## config.mk

```make
export PLATFORM = sky130hd
export DESIGN_NAME = tbs_div9
export DESIGN_NICKNAME = d
export VERILOG_FILES = /design/src/hw/rtl/tbs_pkg.sv /design/src/hw/rtl/tbs_div9.sv
export SDC_FILE = /design/constraint.sdc
export NUM_CORES = 1
export LEC_CHECK = 0
export ABC_CLOCK_PERIOD_IN_PS = 15900
export BUFFER_PORTS_ARGS = -buffer_cell sky130_fd_sc_hd__buf_2
export CAP_MARGIN = 10
export CORE_UTILIZATION = 50
export DETAILED_ROUTE_END_ITERATION = 7
export GPL_TIMING_DRIVEN = 0
export PLACE_DENSITY = 0.68
export SLEW_MARGIN = 30
export SYNTH_ARGS = -nofsm -noshare
export SYNTH_HDL_FRONTEND = slang
export SYNTH_SLANG_ARGS = --single-unit
```

## constraint.sdc

```tcl
create_clock -name clk_i -period 15.9 [get_ports clk_i]
set_input_delay 3.975 -clock clk_i [delete_from_list [all_inputs] [get_ports clk_i]]
set_output_delay 3.975 -clock clk_i [all_outputs]
set_load 0.03 [all_outputs]
```

## src/hw/rtl/tbs_pkg.sv

```systemverilog
// ----------------------------------------------------------------------------
// tbs_pkg
// Shared types, codes and helpers for the toroidal 3x3 box smoothing unit.
// ----------------------------------------------------------------------------
package tbs_pkg;

  localparam int CFG_IDX_W  = 1;
  localparam int CFG_DATA_W = 9;
  localparam int SIZE_W     = 9;
  localparam int COORD_W    = 8;
  localparam int HEIGHT_W   = 16;

  localparam logic [CFG_IDX_W-1:0] REG_MAP_WIDTH  = 1'b0;
  localparam logic [CFG_IDX_W-1:0] REG_MAP_HEIGHT = 1'b1;

  localparam logic ACT_WRITE = 1'b0;
  localparam logic ACT_READ  = 1'b1;

  localparam logic STATUS_OK    = 1'b0;
  localparam logic STATUS_RANGE = 1'b1;

  localparam int DIVISOR = 9;

  localparam logic [1:0] SEL_LO  = 2'd0;
  localparam logic [1:0] SEL_MID = 2'd1;
  localparam logic [1:0] SEL_HI  = 2'd2;

  typedef enum logic [2:0] {
    ST_IDLE,
    ST_FETCH,
    ST_SUM,
    ST_DIV,
    ST_DONE
  } tbs_state_e;

  function automatic logic [SIZE_W-1:0] clamp_size(input logic [CFG_DATA_W-1:0] v,
                                                   input logic [10:0] limit);
    logic [SIZE_W-1:0] r;
    r = v;
    if (v == '0) begin
      r = SIZE_W'(1);
    end else if ({2'b00, v} > limit) begin
      r = limit[SIZE_W-1:0];
    end
    return r;
  endfunction

endpackage

```

## src/hw/rtl/tbs_div9.sv

```systemverilog
// ----------------------------------------------------------------------------
// tbs_div9
// Unsigned division by nine through a reciprocal multiply; start is registered
// into a busy flag and then into done, and the quotient is registered while busy.
// ----------------------------------------------------------------------------
module tbs_div9 #(
  parameter int WIDTH = 20
) (
  input  logic             clk_i,
  input  logic             rst_ni,
  input  logic             start_i,
  input  logic [WIDTH-1:0] dividend_i,
  output logic             done_o,
  output logic [WIDTH-1:0] quotient_o
);
  import tbs_pkg::*;

  // ceil(2^SHIFT / 9); exact floor for every dividend below 2^WIDTH
  localparam int SHIFT  = WIDTH + 3;
  localparam int PROD_W = 2 * WIDTH;
  localparam logic [WIDTH-1:0] RECIP =
    WIDTH'(((64'd1 << SHIFT) + 64'(DIVISOR - 1)) / 64'(DIVISOR));

  logic [WIDTH-1:0]  dvd_q;
  logic [WIDTH-1:0]  quot_q, quot_d;
  logic              busy_q, done_q;
  logic [PROD_W-1:0] prod;

  assign prod   = PROD_W'(dvd_q) * PROD_W'(RECIP);
  assign quot_d = WIDTH'(prod[PROD_W-1:SHIFT]);

  always_ff @(posedge clk_i or negedge rst_ni) begin
    if (!rst_ni) begin
      busy_q <= 1'b0;
      done_q <= 1'b0;
    end else begin
      busy_q <= start_i;
      done_q <= busy_q;
    end
  end

  always_ff @(posedge clk_i) begin
    if (start_i) begin
      dvd_q <= dividend_i;
    end
    if (busy_q) begin
      quot_q <= quot_d;
    end
  end

  assign done_o     = done_q;
  assign quotient_o = quot_q;

endmodule

```

**Word-level counts from Yosys, hierarchy flattened**

Cells that the tools add are included.

- $mul: 1

Operators with widths:

| operator | count |
|---|---|
| multiplier 20 x 18 -> 38 bit, second input constant | 1 |

- Flip-flop bits (word level): 39
- Bits of input ports: 23
- Output and inout bits: 21
- Logic and storage cells: 5

**Logic depth before layout (Yosys ltp)**

- Depth after elaboration: 1
- Depth in mapped cells: 20
- Gate-level depth less buffers: 19

**Worst setup path after synthesis**

OpenSTA, ideal clock, no wires.

- Kind: flip-flop to flip-flop
- From: reg dvd_q[4]
- To: reg quot_q[11], in the netlist quotient_o[11], data pin
- Library setup time: 0.263 ns
- Arrival time: 5.007 ns
- Data required time: 15.637 ns
- Setup slack: 10.630 ns
- Stages on the path, launching flop included: 18
- Period minus slack after synthesis: 5.270 ns
- Path through: edfxtp_1 -> fa_1 -> ha_1 -> inv_1 -> fa_1 -> inv_1 -> fa_1 -> inv_1 -> fa_1 -> fa_1 -> inv_1 -> ha_1 -> a21o_1 -> a311o_1 -> a22oi_2 -> a21oi_1 -> nor3b_1 -> xnor2_1

- Longest elaborated chain between the ends: 1

Ends and longest elaborated chain:

| element | RTL line | RTL |
|---|---|---|
| start, declared | tbs_div9.sv:24 | `logic [WIDTH-1:0] dvd_q;` |
| start signal, assigned | tbs_div9.sv:44 | `dvd_q <= dividend_i;` |
| multiplier 20 x 18 -> 38 bit | tbs_div9.sv:29 | `assign prod = PROD_W'(dvd_q) * PROD_W'(RECIP);` |
| via prod[34] | tbs_div9.sv:27 | `logic [PROD_W-1:0] prod;` |
| end signal, assigned | tbs_div9.sv:47 | `quot_q <= quot_d;` |
| end, declared | tbs_div9.sv:25 | `logic [WIDTH-1:0] quot_q, quot_d;` |

The timed path passes the listed nets, and every way through them passes these cells.
A chain may end at the register's enable or synchronous reset.

**Worst setup path after layout**

- From: reg dvd_q[7]
- To: reg quot_q[9], in the netlist quotient_o[9], data pin

The elaborated chain is that of the path after synthesis.

==> flow_summary.json <==
{
  "setup_viol": 0,
  "cts_made_buffers": 5,
  "grt.busiest_layer": "met2",
  "die-height_um": 119,
  "clock-root-buffer": "clkbuf_16",
  "clkTransAtPathRegs_ps": 60,
  "synth_seq_cells": 39,
  "routedWlPerCell_um": 15.9,
  "place.gp.congestion": 0.937,
  "synth_compound_area_share_pct": 10.6,
  "yosysWarnings": 0,
  "r2r-end": "quotient_o[9]$_DFFE_PP_",
  "cpPeakStageDelay_ps": 550,
  "hold_depth": 0,
  "met3_usage_pct": 3.91,
  "critPathTopFamily": "adder cells",
  "overflow": 0,
  "path_buf_inv": 4,
  "min_period_ps": 5860,
  "worstHoldEndpoint": "done_o$_DFF_PN0_",
  "ys_seq_area_share_pct": 17.0,
  "rsz0062_at_grt": "no",
  "h-tree-depth": 2,
  "insertion_delay_ps": 290,
  "synth_edf_count": 37,
  "fin_worst_skew_ps": 10.2,
  "seqCellArea_um2": 1160,
  "n_antenna_cell": 0,
  "cts_buffer_depth": 2,
  "slowest_stage": "fa_1",
  "start_kind": "flop",
  "routed_wl_um": 14100,
  "cts_tree": "done",
  "clkSinkCount": 39,
  "via_per_inst": 5.25,
  "fin_nets": 970,
  "track_usage_pct": 21.5,
  "cts_resized": 0,
  "crit_path_end_kind": "flop",
  "grt_pass1_vias": 4886,
  "status": "complete, no violations",
  "portBuffers": 40,
  "grt_max_degree": 22,
  "drcViolationCount": 0,
  "synth_top_family_by_area": "adder cells",
  "syn_area_um2": 6820,
  "cts_hold_buf": 0,
  "crit_top_cell": "fa_1",
  "ant_nets": 0,
  "drv_cap": 0,
  "vias": 4665,
  "fp.dieW_um": 119,
  "min_from": "busy_q$_DFF_PN0_",
  "synthFlopType": "edfxtp_1",
  "cts_setup_buffers": 0,
  "synth-simple-area-share_pct": 6.17,
  "synth_cell_types": 58,
  "ff2ff_setup_slack_ps": 10040,
  "netlist_instances": 663,
  "r2r_start": "dvd_q[7]$_DFFE_PP_",
  "syn_area_per_cell_um2": 10.3,
  "layout.cells.most_common": "inv_1",
  "first_pass_iters": 4,
  "hpwl_um": 12400,
  "core_um2": 13200,
  "drive_gt1_share_pct": 8.70,
  "relSlewSlack_pct": 46.9,
  "die_area_um2": 14100,
  "grt_first_pass_wirelength_um": 23400,
  "arrival_ps": 5890,
  "final_cell_mix": "inv_1 (172), ha_1 (143), fa_1 (92), buf_2 (42), edfxtp_1 (37)",
  "crit_type": "reg2reg",
  "tightest_slew_ps": 794,
  "area_delta_synth_final_pct": 9.05,
  "finalCritPeriodShare_pct": 36.8,
  "fmaxAchievable_mhz": 171,
  "hp-class": "reg2reg",
  "fin_setup_tns_ps": 0,
  "crit_chain": "fa_1 > ha_1 > inv_1 > fa_1 > inv_1 > fa_1 > fa_1 > inv_1 > fa_1 > inv_1 > ha_1 > nand4_1 > or2_0 > or2_0 > o22ai_1 > mux2i_1 > nor2_1",
  "pin_count": 44,
  "antenna_found_initial": 0,
  "fillers": 1169,
  "cp.required_ps": 15930,
  "start_util_pct": 51.5,
  "multi_input_area_um2": 4960,
  "synth.mux.area_fraction_pct": 0.587,
  "met1_usage_pct": 28.3,
  "cp_max_fo": 7,
  "synth_xor_area_share_pct": 2.06,
  "hold_viol_final": 0,
  "dr.first_iter.drc_count": 218,
  "std_cell_rows": 42,
  "synth_adder_area_share_pct": 53.3,
  "worstRegToRegCells": 17,
  "drv_slew": 0,
  "grtUsageMet2_pct": 36.3,
  "async_flop_share_pct": 5.13
}
## worst reg2reg max path: cells and delay by family (launching register included)
family | cells | cell delay, ps
muxes | 1 | 240
DFF | 1 | 530
AOI/OAI and AO/OA | 1 | 350
adders and majority gates | 7 | 3430
and+or+nand+nor | 4 | 810
buffers and inverters | 4 | 230
## cells by family (layout without fill, tap and decap cells)
| family | count (synthesis) | count (layout) |
|---|---|---|
| AND/OR/NAND/NOR | 80 | 80 |
| XOR/XNOR | 16 | 16 |
| buffers and inverters | 182 | 230 |
| flip-flops | 39 | 39 |
| AO/OA/AOI/OAI | 106 | 106 |
| multiplexers | 4 | 4 |
| other | 1 | 3 |
| adder cells (fa/ha/maj) | 235 | 235 |
## cell type report
type / count / share of cell area (%)
Buffer: 10 / 0.690
Clock buffer: 6 / 1.73
Clock inverter: 2 / 0.808
Inverter: 172 / 8.69
Multi-Input combinational cell: 444 / 66.8
Sequential cell: 39 / 15.6
Tap cell: 176 / 2.96
Timing Repair Buffer: 40 / 2.69
## stage by stage
stage                     util (%)  instance area, um2  setup slack, ps  cells  hold slack (ps)
after floorplan                  -                6820            10630    665              693
after global placement        54.7                7240            10110    881              770
after detailed placement      54.7                7240            10070    881              798
after CTS                     56.1                7430            10060    889              804
after global routing          56.1                7430             9770    889              867
final                         56.1                7430            10040    889              787
## registers in the layout, indices dropped and copies added, names as in the netlist
name and cells:
quotient_o 17, done_o 1, busy_q 1, dvd_q 20
## layer usage
layer,share of wire [%],vias up
met5,0,-
met4,1.7,0
met3,4.3,16
met2,48,118
met1,46,2240
li1,-,2291
## synth_stat cells (2+ instances only)
cell type	count	area [um2]
fa_1	92	1840
buf_2	2	10.0
a21o_1	15	113
nor2b_1	2	12.5
nand2_1	22	82.6
ha_1	143	1790
o211ai_1	3	22.5
or3_1	2	12.5
o21ai_0	14	70.1
nor2_1	12	45.0
xor2_1	5	43.8
o21ai_1	5	25.0
a32oi_1	2	17.5
nand4_1	6	37.5
clkbuf_1	5	18.8
nand2b_1	2	12.5
inv_1	172	646
and4_1	2	17.5
o211a_1	2	20.0
o21bai_1	3	22.5
a221oi_2	2	30.0
and3_1	6	37.5
nor4_1	2	12.5
nand3_1	10	50.1
dfrtp_1	2	50.1
and2_1	4	25.0
o21a_1	4	30.0
xnor2_1	11	96.3
edfxtp_1	37	1110
mux2i_1	4	40.0
a211o_1	3	26.3
o22ai_1	3	18.8
a211oi_1	3	22.5
or2_0	2	12.5
buf_4	3	22.5
a21oi_1	31	155
a311oi_1	3	26.3
nor3_1	2	10.0
## worst max path at each step
| stage | startpoint | to | slack, ps | depth (start not counted) |
|---|---|---|---|---|
| final | dvd_q[7]$_DFFE_PP_ | quotient_o[9]$_DFFE_PP_ | 10040 | 17 |
| after global routing | dvd_q[7]$_DFFE_PP_ | quotient_o[12]$_DFFE_PP_ | 9770 | 17 |
| after CTS | dvd_q[7]$_DFFE_PP_ | quotient_o[12]$_DFFE_PP_ | 10060 | 17 |
| after detailed placement | dvd_q[7]$_DFFE_PP_ | quotient_o[12]$_DFFE_PP_ | 10070 | 17 |
| after global placement | dvd_q[7]$_DFFE_PP_ | quotient_o[12]$_DFFE_PP_ | 10110 | 17 |
| after floorplan | dvd_q[4]$_DFFE_PP_ | quotient_o[11]$_DFFE_PP_ | 10630 | 17 |
Power is not shown: default switching activity piles up to over one toggle a cycle in this logic, so the estimate is an artifact.
